[config.mk]
export PLATFORM = sky130hd
export DESIGN_NAME = pointer_event_translator
export DESIGN_NICKNAME = d
export VERILOG_FILES = /design/src/rtl/core/pet_pkg.sv /design/src/rtl/core/pointer_event_translator.sv /design/src/rtl/core/pet_front.sv /design/src/rtl/core/pet_queue.sv /design/src/rtl/core/pet_back.sv
export SDC_FILE = /design/constraint.sdc
export NUM_CORES = 1
export LEC_CHECK = 0
export BUFFER_PORTS_ARGS = -buffer_cell sky130_fd_sc_hd__buf_2
export CORE_MARGIN = 8
export CORE_UTILIZATION = 50
export DETAILED_ROUTE_END_ITERATION = 16
export PLACE_DENSITY = 0.69
export REMOVE_ABC_BUFFERS = 1
export SYNTH_ARGS = -nofsm -noshare
export SYNTH_HDL_FRONTEND = slang
export SYNTH_SLANG_ARGS = --single-unit
[constraint.sdc]
create_clock -name aclk -period 11.1 [get_ports aclk]
set_input_delay 0.555 -clock aclk [delete_from_list [all_inputs] [get_ports aclk]]
set_output_delay 0.555 -clock aclk [all_outputs]
set_load 0.02 [all_outputs]
[src/rtl/core/pet_pkg.sv]
`timescale 1ns / 1ps
// ----------------------------------------------------------------------------
// pet_pkg
// shared types and codes for the pointer event translator
// ----------------------------------------------------------------------------
package pet_pkg;

    // defaults for the top level parameters
    localparam int BUTTON_COUNT_DEF = 32;
    localparam int QUEUE_DEPTH_DEF  = 2;

    // event kinds
    localparam logic [3:0] EV_UP    = 4'd0;
    localparam logic [3:0] EV_DOWN  = 4'd1;
    localparam logic [3:0] EV_DX    = 4'd2;
    localparam logic [3:0] EV_DY    = 4'd3;
    localparam logic [3:0] EV_ABS_X = 4'd4;
    localparam logic [3:0] EV_ABS_Y = 4'd5;
    localparam logic [3:0] EV_DZ    = 4'd6;
    localparam logic [3:0] EV_ABS_Z = 4'd7;
    localparam logic [3:0] EV_DW    = 4'd8;

    // result kinds
    localparam logic [1:0] RK_REL    = 2'd0;
    localparam logic [1:0] RK_ABS    = 2'd1;
    localparam logic [1:0] RK_BUTTON = 2'd2;

    // configuration register indexes
    localparam logic [2:0] REG_MIN_X   = 3'd0;
    localparam logic [2:0] REG_MAX_X   = 3'd1;
    localparam logic [2:0] REG_MIN_Y   = 3'd2;
    localparam logic [2:0] REG_MAX_Y   = 3'd3;
    localparam logic [2:0] REG_INVERT  = 3'd4;
    localparam logic [2:0] REG_Z_WHEEL = 3'd5;
    localparam logic [2:0] REG_W_WHEEL = 3'd6;

    // special values
    localparam logic signed [15:0] IGNORED_ABS_X = 16'sd4095;
    localparam logic [5:0]         NO_WHEEL_MAP  = 6'd0;
    localparam int                 MAX_SLOTS     = 3;

    // one button change inside a descriptor
    typedef struct packed {
        logic [4:0] number;
        logic       pressed;
    } btn_slot_t;

    // everything the back end needs to emit the results of one item
    typedef struct packed {
        logic [1:0]              kind;
        logic signed [17:0]      pos_x;
        logic signed [17:0]      pos_y;
        btn_slot_t [MAX_SLOTS-1:0] slots;
        logic [1:0]              count;
    } desc_t;

endpackage

[src/rtl/core/pointer_event_translator.sv]
`timescale 1ns / 1ps
// the queue is written at the edge that accepts an item, and the back end output register
// is loaded from the queue head once it is empty or being taken; further results of the
// same item follow one per cycle while the receiver takes them
// items with at most one result are taken one per cycle while the receiver keeps up; an
// item with several button results holds the back end until all are emitted, and the queue
// depth sets how far the front may run ahead. reset: synchronous active-low aresetn restores
// register defaults, clears held buttons, stored positions and the queue
// ----------------------------------------------------------------------------
// pointer_event_translator
// translates raw mouse events into motion and button change results
// ----------------------------------------------------------------------------
module pointer_event_translator import pet_pkg::*; #(
    parameter int BUTTON_COUNT = BUTTON_COUNT_DEF,
    parameter int QUEUE_DEPTH  = QUEUE_DEPTH_DEF
) (
    input  logic               aclk,
    input  logic               aresetn,
    input  logic               cfg_wr_en,
    input  logic [2:0]         cfg_index,
    input  logic [15:0]        cfg_wdata,
    input  logic               s_valid,
    output logic               s_ready,
    input  logic [3:0]         s_event_kind,
    input  logic signed [15:0] s_event_value,
    output logic               m_valid,
    input  logic               m_ready,
    output logic [1:0]         m_result_kind,
    output logic signed [17:0] m_pos_x,
    output logic signed [17:0] m_pos_y,
    output logic [4:0]         m_button_number,
    output logic               m_pressed,
    output logic               m_last_of_run
);

    logic  push_valid, push_ready, head_valid, head_pop;
    desc_t push_data, head;

    // classification and state
    pet_front #(
        .BUTTON_COUNT(BUTTON_COUNT)
    ) u_front (
        .aclk          (aclk),
        .aresetn       (aresetn),
        .cfg_wr_en     (cfg_wr_en),
        .cfg_index     (cfg_index),
        .cfg_wdata     (cfg_wdata),
        .s_valid       (s_valid),
        .s_ready       (s_ready),
        .s_event_kind  (s_event_kind),
        .s_event_value (s_event_value),
        .push_valid    (push_valid),
        .push_ready    (push_ready),
        .push_data     (push_data)
    );

    // descriptor queue
    pet_queue #(
        .DEPTH(QUEUE_DEPTH)
    ) u_queue (
        .aclk       (aclk),
        .aresetn    (aresetn),
        .push_valid (push_valid),
        .push_ready (push_ready),
        .push_data  (push_data),
        .pop_valid  (head_valid),
        .pop        (head_pop),
        .pop_data   (head)
    );

    // result emission
    pet_back u_back (
        .aclk            (aclk),
        .aresetn         (aresetn),
        .head_valid      (head_valid),
        .head            (head),
        .head_pop        (head_pop),
        .m_valid         (m_valid),
        .m_ready         (m_ready),
        .m_result_kind   (m_result_kind),
        .m_pos_x         (m_pos_x),
        .m_pos_y         (m_pos_y),
        .m_button_number (m_button_number),
        .m_pressed       (m_pressed),
        .m_last_of_run   (m_last_of_run)
    );

endmodule

[src/rtl/core/pet_front.sv]
`timescale 1ns / 1ps
// ----------------------------------------------------------------------------
// pet_front
// accepts events, holds configuration and pointer state, builds descriptors
// ----------------------------------------------------------------------------
module pet_front import pet_pkg::*; #(
    parameter int BUTTON_COUNT = BUTTON_COUNT_DEF
) (
    input  logic               aclk,
    input  logic               aresetn,
    input  logic               cfg_wr_en,
    input  logic [2:0]         cfg_index,
    input  logic [15:0]        cfg_wdata,
    input  logic               s_valid,
    output logic               s_ready,
    input  logic [3:0]         s_event_kind,
    input  logic signed [15:0] s_event_value,
    output logic               push_valid,
    input  logic               push_ready,
    output desc_t              push_data
);

    localparam logic [5:0] BC_NUM = 6'(BUTTON_COUNT);

    // one-hot mask of button number n, n in 1..32
    function automatic logic [31:0] btn_bit(input logic [5:0] n);
        logic [4:0] idx;
        idx = 5'(n - 6'd1);
        return 32'd1 << idx;
    endfunction

    logic signed [15:0] min_x_reg, max_x_reg, min_y_reg, max_y_reg;
    logic [1:0]         invert_reg;
    logic [11:0]        z_wheel_reg, w_wheel_reg;
    logic [31:0]        held_reg, held_next;
    logic signed [17:0] abs_x_reg, abs_x_next, abs_y_reg, abs_y_next;

    logic               accept;
    logic signed [17:0] val_s, abs_a;
    logic [5:0]         btn_num;
    logic [31:0]        btn_mask, btn_new;
    logic [11:0]        wmap;
    logic [5:0]         wneg, wpos, wlo, whi, wchosen;
    logic               wheel_ok;
    logic [31:0]        wchosen_m, wnext;
    logic               cand_v [MAX_SLOTS];
    btn_slot_t          cand   [MAX_SLOTS];
    logic [1:0]         fill;
    desc_t              desc;

    assign s_ready    = push_ready;
    assign accept     = s_valid & s_ready;
    assign push_valid = accept & (desc.count != 2'd0);
    assign push_data  = desc;

    // configuration registers
    always_ff @(posedge aclk) begin
        if (!aresetn) begin
            min_x_reg   <= 16'sd0;
            max_x_reg   <= 16'sd1023;
            min_y_reg   <= 16'sd0;
            max_y_reg   <= 16'sd767;
            invert_reg  <= 2'd0;
            z_wheel_reg <= 12'd0;
            w_wheel_reg <= 12'd0;
        end else if (cfg_wr_en) begin
            case (cfg_index)
                REG_MIN_X:   min_x_reg   <= cfg_wdata;
                REG_MAX_X:   max_x_reg   <= cfg_wdata;
                REG_MIN_Y:   min_y_reg   <= cfg_wdata;
                REG_MAX_Y:   max_y_reg   <= cfg_wdata;
                REG_INVERT:  invert_reg  <= cfg_wdata[1:0];
                REG_Z_WHEEL: z_wheel_reg <= cfg_wdata[11:0];
                REG_W_WHEEL: w_wheel_reg <= cfg_wdata[11:0];
                default: ;
            endcase
        end
    end

    // operand decode for buttons and wheels
    always_comb begin
        val_s    = 18'(s_event_value);
        btn_num  = {1'b0, s_event_value[4:0]} + 6'd1;
        btn_mask = 32'd1 << s_event_value[4:0];
        btn_new  = (s_event_kind == EV_DOWN) ? (held_reg | btn_mask) : (held_reg & ~btn_mask);

        wmap      = (s_event_kind == EV_DW) ? w_wheel_reg : z_wheel_reg;
        wneg      = wmap[5:0];
        wpos      = wmap[11:6];
        wheel_ok  = (wneg != NO_WHEEL_MAP) && (wpos != NO_WHEEL_MAP) &&
                    (wneg <= BC_NUM) && (wpos <= BC_NUM);
        wlo       = (wneg < wpos) ? wneg : wpos;
        whi       = (wneg < wpos) ? wpos : wneg;
        wchosen   = s_event_value[15] ? wneg : wpos;
        wchosen_m = btn_bit(wchosen);
        wnext     = (held_reg & ~(btn_bit(wneg) | btn_bit(wpos))) | wchosen_m;
    end

    // classification and state update
    always_comb begin
        desc       = '0;
        held_next  = held_reg;
        abs_x_next = abs_x_reg;
        abs_y_next = abs_y_reg;
        abs_a      = val_s;
        for (int i = 0; i < MAX_SLOTS; i++) begin
            cand_v[i] = 1'b0;
            cand[i]   = '0;
        end

        case (s_event_kind)
            EV_UP, EV_DOWN: begin
                desc.kind = RK_BUTTON;
                if (!s_event_value[15] && (s_event_value <= 16'sd30)) begin
                    held_next      = btn_new;
                    cand_v[0]      = (btn_new != held_reg) && (btn_num < BC_NUM);
                    cand[0].number = btn_num[4:0];
                    cand[0].pressed = (s_event_kind == EV_DOWN);
                end
            end
            EV_DX: begin
                desc.kind  = RK_REL;
                desc.pos_x = val_s;
                desc.count = (s_event_value != 16'sd0) ? 2'd1 : 2'd0;
            end
            EV_DY: begin
                desc.kind  = RK_REL;
                desc.pos_y = -val_s;
                desc.count = (s_event_value != 16'sd0) ? 2'd1 : 2'd0;
            end
            EV_ABS_X: begin
                desc.kind = RK_ABS;
                if (invert_reg[0])
                    abs_a = 18'(max_x_reg) - val_s + 18'(min_x_reg);
                desc.pos_x = abs_a;
                desc.pos_y = abs_y_reg;
                if ((s_event_value != IGNORED_ABS_X) && (abs_a != 18'sd0)) begin
                    desc.count = 2'd1;
                    abs_x_next = abs_a;
                end
            end
            EV_ABS_Y: begin
                desc.kind = RK_ABS;
                if (invert_reg[1])
                    abs_a = 18'(max_y_reg) - val_s + 18'(min_y_reg);
                desc.pos_x = abs_x_reg;
                desc.pos_y = abs_a;
                if (abs_a != 18'sd0) begin
                    desc.count = 2'd1;
                    abs_y_next = abs_a;
                end
            end
            EV_DZ, EV_DW: begin
                desc.kind = RK_BUTTON;
                if (wheel_ok && (s_event_value != 16'sd0)) begin
                    // changes of the two mapped buttons, ascending, then the release
                    held_next       = wnext & ~wchosen_m;
                    cand_v[0]       = ((held_reg & btn_bit(wlo)) != (wnext & btn_bit(wlo))) &&
                                      (wlo < BC_NUM);
                    cand[0].number  = wlo[4:0];
                    cand[0].pressed = ((wnext & btn_bit(wlo)) != 32'd0);
                    cand_v[1]       = (whi != wlo) &&
                                      ((held_reg & btn_bit(whi)) != (wnext & btn_bit(whi))) &&
                                      (whi < BC_NUM);
                    cand[1].number  = whi[4:0];
                    cand[1].pressed = ((wnext & btn_bit(whi)) != 32'd0);
                    cand_v[2]       = (wchosen < BC_NUM);
                    cand[2].number  = wchosen[4:0];
                    cand[2].pressed = 1'b0;
                end
            end
            default: ;
        endcase

        // pack the button changes into consecutive slots
        fill = 2'd0;
        for (int i = 0; i < MAX_SLOTS; i++) begin
            if (cand_v[i]) begin
                desc.slots[fill] = cand[i];
                fill             = fill + 2'd1;
            end
        end
        if (desc.kind == RK_BUTTON)
            desc.count = fill;
    end

    // pointer state
    always_ff @(posedge aclk) begin
        if (!aresetn) begin
            held_reg  <= 32'd0;
            abs_x_reg <= 18'sd0;
            abs_y_reg <= 18'sd0;
        end else if (accept) begin
            held_reg  <= held_next;
            abs_x_reg <= abs_x_next;
            abs_y_reg <= abs_y_next;
        end
    end

endmodule

[src/rtl/core/pet_queue.sv]
`timescale 1ns / 1ps
// ----------------------------------------------------------------------------
// pet_queue
// short descriptor queue between front and back end
// ----------------------------------------------------------------------------
module pet_queue import pet_pkg::*; #(
    parameter int DEPTH = QUEUE_DEPTH_DEF
) (
    input  logic  aclk,
    input  logic  aresetn,
    input  logic  push_valid,
    output logic  push_ready,
    input  desc_t push_data,
    output logic  pop_valid,
    input  logic  pop,
    output desc_t pop_data
);

    localparam int PTR_W = (DEPTH > 1) ? $clog2(DEPTH) : 1;
    localparam int CNT_W = $clog2(DEPTH + 1);

    desc_t            mem_reg [DEPTH];
    logic [PTR_W-1:0] wr_ptr_reg, rd_ptr_reg;
    logic [CNT_W-1:0] count_reg;
    logic             do_push, do_pop;

    assign push_ready = (count_reg != CNT_W'(DEPTH));
    assign pop_valid  = (count_reg != '0);
    assign pop_data   = mem_reg[rd_ptr_reg];
    assign do_push    = push_valid & push_ready;
    assign do_pop     = pop & pop_valid;

    // storage
    always_ff @(posedge aclk) begin
        if (do_push)
            mem_reg[wr_ptr_reg] <= push_data;
    end

    // pointers and fill level
    always_ff @(posedge aclk) begin
        if (!aresetn) begin
            wr_ptr_reg <= '0;
            rd_ptr_reg <= '0;
            count_reg  <= '0;
        end else begin
            if (do_push)
                wr_ptr_reg <= (wr_ptr_reg == PTR_W'(DEPTH - 1)) ? '0 : wr_ptr_reg + 1'b1;
            if (do_pop)
                rd_ptr_reg <= (rd_ptr_reg == PTR_W'(DEPTH - 1)) ? '0 : rd_ptr_reg + 1'b1;
            if (do_push && !do_pop)
                count_reg <= count_reg + 1'b1;
            else if (do_pop && !do_push)
                count_reg <= count_reg - 1'b1;
        end
    end

endmodule

[src/rtl/core/pet_back.sv]
`timescale 1ns / 1ps
// ----------------------------------------------------------------------------
// pet_back
// expands descriptors into result items, one per cycle while m_ready allows, into an output register
// ----------------------------------------------------------------------------
module pet_back import pet_pkg::*; (
    input  logic               aclk,
    input  logic               aresetn,
    input  logic               head_valid,
    input  desc_t              head,
    output logic               head_pop,
    output logic               m_valid,
    input  logic               m_ready,
    output logic [1:0]         m_result_kind,
    output logic signed [17:0] m_pos_x,
    output logic signed [17:0] m_pos_y,
    output logic [4:0]         m_button_number,
    output logic               m_pressed,
    output logic               m_last_of_run
);

    logic               m_valid_reg;
    logic [1:0]         idx_reg, idx_next;
    logic [1:0]         kind_reg;
    logic signed [17:0] pos_x_reg, pos_y_reg;
    logic [4:0]         number_reg;
    logic               pressed_reg, last_reg;
    logic               load, is_last;

    assign load     = head_valid & (~m_valid_reg | m_ready);
    assign is_last  = (idx_reg == head.count - 2'd1);
    assign head_pop = load & is_last;
    assign idx_next = head_pop ? 2'd0 : idx_reg + 2'd1;

    // slot counter
    always_ff @(posedge aclk) begin
        if (!aresetn) begin
            idx_reg     <= 2'd0;
            m_valid_reg <= 1'b0;
        end else begin
            if (load)
                idx_reg <= idx_next;
            if (load)
                m_valid_reg <= 1'b1;
            else if (m_ready)
                m_valid_reg <= 1'b0;
        end
    end

    // output register
    always_ff @(posedge aclk) begin
        if (load) begin
            kind_reg    <= head.kind;
            pos_x_reg   <= head.pos_x;
            pos_y_reg   <= head.pos_y;
            number_reg  <= head.slots[idx_reg].number;
            pressed_reg <= head.slots[idx_reg].pressed;
            last_reg    <= is_last;
        end
    end

    assign m_valid         = m_valid_reg;
    assign m_result_kind   = kind_reg;
    assign m_pos_x         = pos_x_reg;
    assign m_pos_y         = pos_y_reg;
    assign m_button_number = number_reg;
    assign m_pressed       = pressed_reg;
    assign m_last_of_run   = last_reg;

endmodule

## Yosys cells after proc, flatten, opt, wreduce, memory -nomap -nowiden

Memory sizes are Yosys's and may differ from the RTL's. A register that Yosys moved wholly into a read port is not among the register bits.
Cells that the tools add are included.

- Word-level logic and storage cells: 203
- Latch bits: 0
- Output and inout bits: 47
- Memory bits (writable): 116
- ROM bits: 0
- Memories: 1
- Bits of input ports: 44
- Flip-flop bits (word level): 210

- $lt $le $gt $ge: 13
- $mul: 0
- Divide/modulo/power cells: 0
- Equal/unequal tests: 23
- Shift-type cells: 6
- Add/subtract/negate cells: 19
- Mux-type cells: 53
- Bitwise logic cells: 21
- Reduce and logical (&&, ||, !) cells: 46

Memory list:

| memory | words | bits a word | read ports | clocked after Yosys merged registers in | write ports | RTL line | RTL |
|---|---|---|---|---|---|---|---|
| u_queue.mem_reg | 2 | 58 | 1 | 1 | 1 | pet_queue.sv:22 | `desc_t mem_reg [DEPTH];` |

Operators with widths:

| operator | number |
|---|---|
| $and A32 B32 Y32 | 7 |
| $shl A1 B5 Y32 const A | 6 |
| $mux W18 | 7 |
| $pmux W18 S3 | 2 |
| $mux W32 | 3 |
| $ne A32 B32 Y1 | 3 |
| $not A32 Y32 | 3 |
| $or A32 B32 Y32 | 3 |
| $pmux W32 S2 | 1 |
| $reduce_bool A32 Y1 | 2 |
| $mux W6 | 8 |
| $add A17 B16 Y18 | 2 |
| $bwmux W18 | 2 |
| $reduce_bool A18 Y1 | 2 |
| $sub A16 B16 Y17 | 2 |
| $sub A5 B1 Y5 const B | 5 |
| $demux W6 S2 | 2 |
| $lt A6 B6 Y1 const B | 4 |
| $mux W12 | 2 |
| $neg A16 Y18 | 1 |
| $le A16 B6 Y1 const B | 1 |
| $ne A16 B13 Y1 const B | 1 |
| $reduce_bool A16 Y1 | 1 |
| $logic_and A1 B1 Y1 | 14 |
| 44 further kinds | 97 |

## Depth between registers and ports, before layout

Gate-level depths: netlist of run 1.

- Depth in word-level cells: 27
- Gate-level depth with buffers: 34
- Mapped depth without buffers: 23

## By module

Synthesis of run 1 repeated with hierarchy kept, for this count alone.

- Cell total of the unflattened synthesis: 2871
- Area total of the unflattened synthesis: 23719.0 µm²

By module, submodules not included:

| module | sequential area each (µm²) | area each (µm²) | times used | cells an instance |
|---|---|---|---|---|
| pet_front | 3163.0 | 17616.9 | 1 | 2579 |
| pet_queue | 3583.4 | 4424.2 | 1 | 204 |
| pet_back | 1411.4 | 1677.9 | 1 | 88 |

## Least setup slack after synthesis of run 1

Ideal clock, no wire load.

- Path kind: input port to flip-flop
- Start point: input port s_event_kind[1]
- End point: memory u_queue.mem_reg[0][0] (netlist bit) (enable)
- Data arrival time: 10.416 ns
- Buffers on the path: 8
- Stages: 26
- Path slack: 0.130 ns
- Setup time: 0.554 ns
- Required time: 10.546 ns
- Path through: buf_6 or4b_1 buf_6 buf_4 buf_6 buf_2 buf_1 clkbuf_1 mux2i_1 ha_1 nor2b_1 o221ai_1 o211ai_2 a22o_1 buf_6 mux2_4 a211o_1 or4_4 o41ai_4 inv_1 ha_1 xor2_1 nand2_1 o21ai_0 or4_1 nor3b_1

- Word-level cells in the longest chain between the ends: 24
- Elaborated cells on any way between the ends: 74
- Those cells by class: add/sub: 7; order compare: 6; eq/ne: 12; shift: 5; mux: 17; bitwise: 10; reduce/logical: 17

RTL lines:

| what | RTL line | RTL |
|---|---|---|
| start, declared | pointer_event_translator.sv:24 | `input logic [3:0] s_event_kind,` |
| parallel branches: the longest is 18 deep, another holds $lt A6 B6 Y1 | n/a |  |
| $mux W2 (*) | pet_front.sv:183 | `if (desc.kind == RK_BUTTON)` |
| $reduce_bool A2 Y1 (*) | pet_front.sv:53 | `assign push_valid = accept & (desc.count != 2'd0);` |
| $and A1 B1 Y1 (*) | pet_front.sv:53 |  |
| $and A1 B1 Y1 (*) | pet_queue.sv:30 | `assign do_push = push_valid & push_ready;` |
| $mux W1 (*) | pet_queue.sv:35 | `if (do_push)` |
| $mux W1 (implied by the code) (*) | pet_queue.sv:36 | `mem_reg[wr_ptr_reg] <= push_data;` |
| end, declared | pet_queue.sv:22 |  |

Every way passes the cells marked *.

## Worst setup path after layout of run 1

- Start point: input port s_event_kind[0]
- End point: memory u_queue.mem_reg[1][19] (netlist bit) (enable)

The elaborated chain is that of the path after synthesis.

==> results of run 1 <==
-- area by class of cell --
| cell class | instances | area (sq um) |
|---|---|---|
| antenna | 2 | 5.00 |
| clock buffer | 40 | 936 |
| clock inverter | 26 | 278 |
| fill | 3939 | 20800 |
| inverter | 190 | 716 |
| multi-input combinational | 2076 | 14000 |
| sequential | 325 | 8100 |
| tap | 607 | 759 |
| timing repair buffer | 159 | 968 |
-- per-layer routing --
| metal | part of all wire | vias to the layer above | GRT usage |
|---|---|---|---|
| met5 | 0.00052 | - | 0 |
| met2 | 0.43 | 1997 | 0.605 |
| met3 | 0.12 | 613 | 0.108 |
| met4 | 0.11 | 8 | 0.325 |
| met1 | 0.34 | 11200 | 0.441 |
| li1 | - | 10200 | - |
-- worst max path at each step --
stage                          from                      to  slack [ns]  cells after the start
floorplan           s_event_kind[0]   u_queue.mem_reg[0][0]       -4.47                     17
global placement    s_event_kind[0]  u_queue.mem_reg[1][16]        2.07                     21
finish              s_event_kind[0]  u_queue.mem_reg[1][19]        2.28                     23
global route        s_event_kind[0]  u_queue.mem_reg[1][16]        1.96                     21
CTS                 s_event_kind[0]  u_queue.mem_reg[1][19]        2.47                     21
detailed placement  s_event_kind[0]  u_queue.mem_reg[1][19]        1.97                     21
-- logic make-up after synthesis --
group,count (synthesis)
compound gates,749
fa+ha+maj,82
mux,219
flops,325
simple gates,966
xor+xnor,60
buf+inv,388
-- Yosys cell counts (32+ instances only) --
| cell type | count | area, sq um |
|---|---|---|
| sky130_fd_sc_hd__nand2_1 | 334 | 1250 |
| sky130_fd_sc_hd__fa_1 | 32 | 641 |
| sky130_fd_sc_hd__dfxtp_1 | 166 | 3320 |
| sky130_fd_sc_hd__nor3_1 | 65 | 325 |
| sky130_fd_sc_hd__a22oi_1 | 44 | 330 |
| sky130_fd_sc_hd__clkbuf_1 | 160 | 601 |
| sky130_fd_sc_hd__mux2_2 | 75 | 845 |
| sky130_fd_sc_hd__edfxtp_1 | 159 | 4770 |
| sky130_fd_sc_hd__o22ai_1 | 35 | 219 |
| sky130_fd_sc_hd__o211ai_1 | 42 | 315 |
| sky130_fd_sc_hd__ha_1 | 50 | 626 |
| sky130_fd_sc_hd__nor2_1 | 199 | 747 |
| sky130_fd_sc_hd__a21oi_1 | 216 | 1080 |
| sky130_fd_sc_hd__nor2b_1 | 35 | 219 |
| sky130_fd_sc_hd__o21ai_0 | 137 | 686 |
| sky130_fd_sc_hd__xnor2_1 | 33 | 289 |
| sky130_fd_sc_hd__nand3_1 | 87 | 435 |
| sky130_fd_sc_hd__mux2i_1 | 124 | 1240 |
| sky130_fd_sc_hd__nand4_1 | 33 | 206 |
| sky130_fd_sc_hd__inv_1 | 185 | 694 |
-- metrics by stage --
stage	hold WS (ns)	cell area [sq um]	total power, mW	util	worst slack (ns)
after floorplan	0.436	22800	1.91	-	-4.47
final	0.266	25800	3.44	0.554	2.28
after CTS	0.259	25800	3.42	0.554	2.47
after global placement	0.442	24600	2.18	0.528	2.07
after detailed placement	0.447	24600	2.20	0.528	1.97
after global routing	0.276	25800	3.53	0.554	1.96
-- report_power, final --
part           leakage [nW]  total, mW  switching [mW]  internal [mW]
Sequential             2.88       1.39          0.0342           1.36
Clock                 0.579       1.23           0.524          0.711
Combinational          6.10      0.812           0.557          0.255
-- worst max-delay path, stage by stage --
cell and delay [ns]:
sky130_fd_sc_hd__buf_2 0.33, sky130_fd_sc_hd__nor4b_4 0.72, sky130_fd_sc_hd__buf_4 0.31, sky130_fd_sc_hd__mux2i_1 0.53, sky130_fd_sc_hd__inv_1 0.16, sky130_fd_sc_hd__ha_1 0.32
sky130_fd_sc_hd__nor2b_1 0.13, sky130_fd_sc_hd__o221ai_1 0.35, sky130_fd_sc_hd__o211ai_4 0.41, sky130_fd_sc_hd__buf_4 0.41, sky130_fd_sc_hd__mux2i_1 0.16, sky130_fd_sc_hd__a32oi_1 0.56
sky130_fd_sc_hd__nand4_1 0.24, sky130_fd_sc_hd__or4_4 0.56, sky130_fd_sc_hd__o41ai_4 0.68, sky130_fd_sc_hd__inv_1 0.15, sky130_fd_sc_hd__ha_1 0.37, sky130_fd_sc_hd__xor2_1 0.23
sky130_fd_sc_hd__nand2_1 0.08, sky130_fd_sc_hd__o21ai_0 0.17, sky130_fd_sc_hd__or4_1 0.19, sky130_fd_sc_hd__and3_2 0.95, sky130_fd_sc_hd__buf_4 0.42
==> summary.log, run 1 <==
qor: global_routing.grtUsageTotal 0.389
qor: pwr.vdd.ir_drop.worst 0.000173 V
qor: global_routing.grt_first_pass_wirelength 156 mm
qor: synthesis.synth_warnings 0
qor: outcome.status finished, final reports clean
qor: hold_path.min_from cfg_wdata[12]
qor: sta.skew_final 0.0282 ns
qor: final_layout.number_of_flip_flops_in_the_largest_register 114
qor: clock_network.post_cts_setup_driven_buffer_insertion_count 0
qor: hold_path.min_delay_path_depth 3
qor: final_layout.finish.cell_count_without_fillers 3,425
qor: setup_path.critPathCaptureType register
qor: clock_network.cts_tree done
qor: final_layout.nets 2,914
qor: detailed_routing.detail_route.iter0.violations 4,280
qor: clock_network.max-clock-path-buffers 3
qor: die.die_width 233 um
qor: detailed_routing.drc 0
qor: synthesis.syn-instance-count 2,789
qor: sta.setup-violations-final 0
qor: die.start_util 0.507
qor: pwr.power_leakage 9.56 nW
qor: sta.final_max_slew_viol_count 0
qor: synthesis.compound_cell_area_share_of_the_yosys_netlist 0.209
qor: clock_network.cell_chosen_for_the_clock_root sky130_fd_sc_hd__clkbuf_16
qor: synthesis.ys_seq_elements 325
qor: setup_path.timing.critical_path.from_type primary input
qor: die.num_rows 79
qor: detailed_routing.wirelength 109 mm
qor: place.routabilityCongestion 1.10
qor: hold_path.type_of_the_most_critical_hold_path primary input to register
qor: sta.fin_crit_sh 0.795
qor: clock_network.cts.reportedPaths.clkPinSlew 0.06 ns
qor: final_layout.drive_gt1_frac 0.130
qor: clock_network.clk_sinks 325
qor: setup_path.r2r-start u_front.w_wheel_reg[4]
qor: detailed_routing.route.antenna.remaining_nets 0
qor: synthesis.dominantRegCellSynth sky130_fd_sc_hd__dfxtp_1
qor: synthesis.synth_top_family_by_area compound AO/OA/AOI/OAI gates
qor: place.dp.final_hpwl 80.8 mm
qor: die.io-pin-count 91
qor: sta.timing.setup.tns 0 ns
qor: die.dieArea 54,400 sq um
qor: sta.fmaxAchievable 113 MHz
qor: detailed_routing.total_vias_in_the_final_route 24.0k
qor: synthesis.synth-adder-area-share 0.0536
qor: sta.timing_hold_violations_final 0
qor: pwr.cellPowerDensity 133 nW/um^2
qor: synthesis.postSynth.asyncResetShare 0
qor: global_routing.grt_pass1_vias 23.2k
qor: place.port-buffer-count 90
qor: die.die_height 233 um
qor: setup_path.worstPathRequired 11.32 ns
qor: final_layout.synthToLayoutAreaGrowth 9.27%
qor: detailed_routing.via_per_inst 7.02
qor: synthesis.post_synth_num_cell_types 96
qor: setup_path.worst-r2r-setup-slack 3.17 ns
qor: final_layout.final_common_cell sky130_fd_sc_hd__nand2_1
qor: sta.worst-slew-pin-transition 1.37 ns
qor: global_routing.globalRouteOverflowTotal 0
qor: synthesis.synth_sequential_area_ratio 0.343
qor: clock_network.worstSkewPairLatency 0.57 ns
qor: synthesis.synthSimpleGateAreaFrac 0.200
qor: sta.timing.slew.headroom 0.0852
qor: global_routing.antenna_found_initial 7
qor: sta.period_minus_slack 8.82 ns
qor: synthesis.synthXorXnorAreaFrac 0.0223
qor: clock_network.cts_hold_buf 0
qor: clock_network.ctsResizeCount 0
qor: sta.unrepaired_setup_endpoints_after_global_routing false
qor: synthesis.edff_count_synth 159
qor: detailed_routing.dr.pass1.iters 7
qor: detailed_routing.wl_per_cell 31.8 um
qor: die.coreArea 46,600 sq um
qor: job.maximum_capacitance_violations 0
qor: setup_path.critical_path.max_fanout 40
qor: final_layout.most-common-layout-cells sky130_fd_sc_hd__nand2_1 (334), sky130_fd_sc_hd__a21oi_1 (216), sky130_fd_sc_hd__nor2_1 (198)
qor: clock_network.cts_inserted_buffers 36
qor: setup_path.cp.arrival 9.05 ns
qor: place.dpl.cell_count 3,357
qor: setup_path.reg2reg_to u_queue.mem_reg[1][19]
qor: clock_network.clock_tree.htree_level_count 2
qor: setup_path.crit_type primary input to register
qor: hold_path.min_to u_front.max_y_reg[12]
qor: setup_path.rr_worst_depth 18
qor: synthesis.post_synth_instance_area 23,600 sq um
qor: synthesis.post_synth.cell_area_avg 8.47 sq um
qor: synthesis.synth.mux.area_fraction 0.106
qor: global_routing.maximum_number_of_pins_on_one_net_before_global_route_repair 104
Note: power is estimated with default switching activity, not from simulation.
==> run 2, diff against run 1 <==
Settings changed: ABC_AREA set to 1, PLACE_DENSITY 0.69 to 0.67.
Clock period 11.1 ns to 9.24 ns, I/O delays scaled along.
==> run 2 against run 1 <==
  * Die area decreased by 9.8%
  * Critical endpoint is now u_queue.count_reg[1]
  * Highest routed layer is now met4
  * Total power increased by 21%
  * Sequential cell count unchanged
  * Global-route usage is 9.0 points lower
==> summary.log, run 2 <==
qor: setup_path.crit_slowest_cell sky130_fd_sc_hd__o21ai_0
qor: clock_network.worstSkewPairLatency 0.57 ns
qor: detailed_routing.dr.pass1.iters 6
qor: clock_network.cts_tree done
qor: synthesis.synth-adder-area-share 0.0599
qor: place.port-buffer-count 90
qor: synthesis.synthXorXnorAreaFrac 0.0104
qor: outcome.status finished, final reports clean
qor: synthesis.post_synth.cell_area_avg 7.07 sq um
qor: synthesis.synth.mux.area_fraction 0.000474
qor: synthesis.synth_warnings 0
qor: setup_path.r2r-start u_front.z_wheel_reg[5]
qor: sta.fin_crit_sh 0.802
qor: place.dpl.cell_count 3,521
qor: synthesis.synthTopCellsByArea sky130_fd_sc_hd__edfxtp_1 (23%), sky130_fd_sc_hd__dfxtp_1 (16%), sky130_fd_sc_hd__nand2_1 (13%), sky130_fd_sc_hd__o21ai_0 (6.5%), sky130_fd_sc_hd__inv_1 (6.5%)
qor: clock_network.clk_sinks 325
qor: sta.unrepaired_setup_endpoints_after_global_routing false
qor: pwr.cellPowerDensity 180 nW/um^2
qor: hold_path.min_from cfg_wdata[5]
qor: synthesis.yosysTopAreaCellShare 0.226
qor: place.dp.final_hpwl 58.6 mm
qor: die.die_height 222 um
qor: die.coreArea 41,900 sq um
qor: die.start_util 0.505
qor: hold_path.min_to u_front.max_x_reg[5]
qor: setup_path.crit_type primary input to register
qor: detailed_routing.drc 0
qor: final_layout.final_common_cell sky130_fd_sc_hd__nand2_1
qor: global_routing.grt_first_pass_wirelength 115 mm
qor: sta.timing_hold_violations_final 0
qor: setup_path.reg2reg_to u_queue.count_reg[1]
qor: die.num_rows 75
qor: sta.period_minus_slack 7.41 ns
qor: hold_path.type_of_the_most_critical_hold_path primary input to register
qor: final_layout.drive_gt1_frac 0.0894
qor: synthesis.synthMostInstantiatedCell sky130_fd_sc_hd__nand2_1
qor: final_layout.ff_latch_area 8100 sq um
qor: final_layout.synthToLayoutAreaGrowth 9.71%
qor: synthesis.edff_count_synth 159
qor: final_layout.filler_cell_count 4,052
qor: setup_path.critical_path.max_fanout 29
qor: sta.fmaxAchievable 135 MHz
qor: global_routing.globalRouteOverflowTotal 0
qor: global_routing.antenna_found_initial 1
qor: setup_path.worstPathRequired 9.67 ns
qor: setup_path.timing.critical_path.from_type primary input
qor: detailed_routing.wl_per_cell 21.2 um
qor: global_routing.grt_pass1_vias 19.3k
qor: synthesis.post_synth_num_cell_types 57
qor: synthesis.compound_cell_area_share_of_the_yosys_netlist 0.162
qor: synthesis.postSynth.asyncResetShare 0
qor: final_layout.finish.cell_count_without_fillers 3,593
qor: synthesis.synth_sequential_area_ratio 0.383
qor: synthesis.synth_largest_area_cell sky130_fd_sc_hd__edfxtp_1
qor: synthesis.synth_top_family_by_area simple AND/OR/NAND/NOR gates
qor: setup_path.path_common_cell sky130_fd_sc_hd__nand2_1
qor: synthesis.ys_seq_elements 325
qor: detailed_routing.via_per_inst 5.87
qor: setup_path.worst-r2r-setup-slack 2.44 ns
qor: clock_network.cts_hold_buf 0
qor: detailed_routing.wirelength 76.1 mm
qor: pwr.power_leakage 9.94 nW
qor: detailed_routing.total_vias_in_the_final_route 21.1k
qor: final_layout.multi_input_comb_area 11,100 sq um
qor: setup_path.slowest_delay 0.58 ns
qor: setup_path.rr_worst_depth 34
qor: sta.setup-violations-final 0
qor: final_layout.most-common-layout-cells sky130_fd_sc_hd__nand2_1 (717), sky130_fd_sc_hd__inv_1 (364), sky130_fd_sc_hd__nor2_1 (341)
qor: synthesis.synth_common_cells sky130_fd_sc_hd__nand2_1 (717), sky130_fd_sc_hd__inv_1 (365), sky130_fd_sc_hd__nor2_1 (343)
qor: synthesis.post_synth_instance_area 21,100 sq um
qor: sta.final_max_slew_viol_count 0
qor: setup_path.critPathCaptureType register
qor: die.dieArea 49,100 sq um
qor: die.die_width 222 um
qor: pwr.vdd.ir_drop.worst 0.000160 V
qor: synthesis.dominantRegCellSynth sky130_fd_sc_hd__dfxtp_1
qor: clock_network.post_cts_setup_driven_buffer_insertion_count 0
qor: job.maximum_capacitance_violations 0
qor: setup_path.worstSetupStartpoint s_event_kind[3]
qor: detailed_routing.detail_route.iter0.violations 3,118
qor: sta.skew_final 0.0347 ns
qor: setup_path.cp.arrival 7.84 ns
qor: sta.timing.setup.tns 0 ns
qor: clock_network.ctsResizeCount 0
qor: clock_network.cell_chosen_for_the_clock_root sky130_fd_sc_hd__clkbuf_16
qor: synthesis.synthSimpleGateAreaFrac 0.291
qor: global_routing.maximum_number_of_pins_on_one_net_before_global_route_repair 83
qor: clock_network.clock_tree.htree_level_count 2
qor: sta.worst-slew-pin-transition 1.25 ns
qor: final_layout.nets 3,148
qor: clock_network.max-clock-path-buffers 3
qor: detailed_routing.route.antenna.remaining_nets 0
qor: global_routing.grtUsageTotal 0.298
qor: synthesis.syn-instance-count 2,989
qor: final_layout.number_of_flip_flops_in_the_largest_register 114
qor: place.routabilityCongestion 1.06
qor: clock_network.cts.reportedPaths.clkPinSlew 0.06 ns
qor: sta.timing.slew.headroom 0.162
qor: clock_network.cts_inserted_buffers 38
qor: hold_path.min_delay_path_depth 3
qor: die.io-pin-count 91
==> run 2: kinds of logic after synthesis <==
group                    Yosys count
AND/OR/NAND/NOR                 1443
XOR/XNOR                          25
flip-flops                       325
AO/OA/AOI/OAI                    610
buffers and inverters            503
adder cells (fa/ha/maj)           82
multiplexers                       1
==> run 2: worst max-delay path, delay by kind of cell <==
family	cells	cell delay, ns
buffers and inverters	7	0.70
AND/OR/NAND/NOR	22	4.68
adder cells (fa/ha/maj)	3	0.83
AO/OA/AOI/OAI	5	1.12
==> run 2: layer usage <==
metal  global-route usage  share of wire  up-vias
li1                     -              -     9999
met3               0.0681           0.11      127
met1                0.438           0.45     9864
met5                    0              0        -
met2                0.437           0.42     1108
met4               0.0763          0.023        0
==> run 2: how the worst max path moves through the flow <==
stage | depth (start not counted) | to
6_report | 37 | u_queue.count_reg[1]
5_1_grt | 37 | u_queue.count_reg[1]
4_1_cts | 36 | u_queue.count_reg[1]
3_5_place_dp | 36 | u_queue.count_reg[1]
3_3_place_gp | 37 | u_queue.count_reg[1]
2_1_floorplan | 32 | u_queue.mem_reg[0][0]
==> run 2: cell type report <==
class,instances,share of cell area
diodes,2,0.000216
clock buffers,47,0.0451
clock inverters,23,0.00874
inverters,387,0.0626
multi-input cells,2161,0.479
flip-flops and latches,325,0.349
well taps,539,0.0291
repair buffers,109,0.0262
==> run 2: stage by stage <==
step	hold slack [ns]	worst slack, ns	utilization	cell area [sq um]	power (mW)
after global placement	0.437	1.83	0.524	21900	2.66
after detailed placement	0.444	1.59	0.524	21900	2.67
after floorplan	0.424	0.801	-	20600	2.32
after global routing	0.242	1.26	0.554	23200	4.33
final	0.223	1.83	0.554	23200	4.17
after CTS	0.197	2.13	0.554	23200	4.16
==> run 2: power breakdown <==
part / internal [mW] / switching (mW) / leakage, nW
clock network: 0.870 / 0.628 / 0.612
logic: 0.264 / 0.717 / 6.54
registers: 1.63 / 0.0574 / 2.79
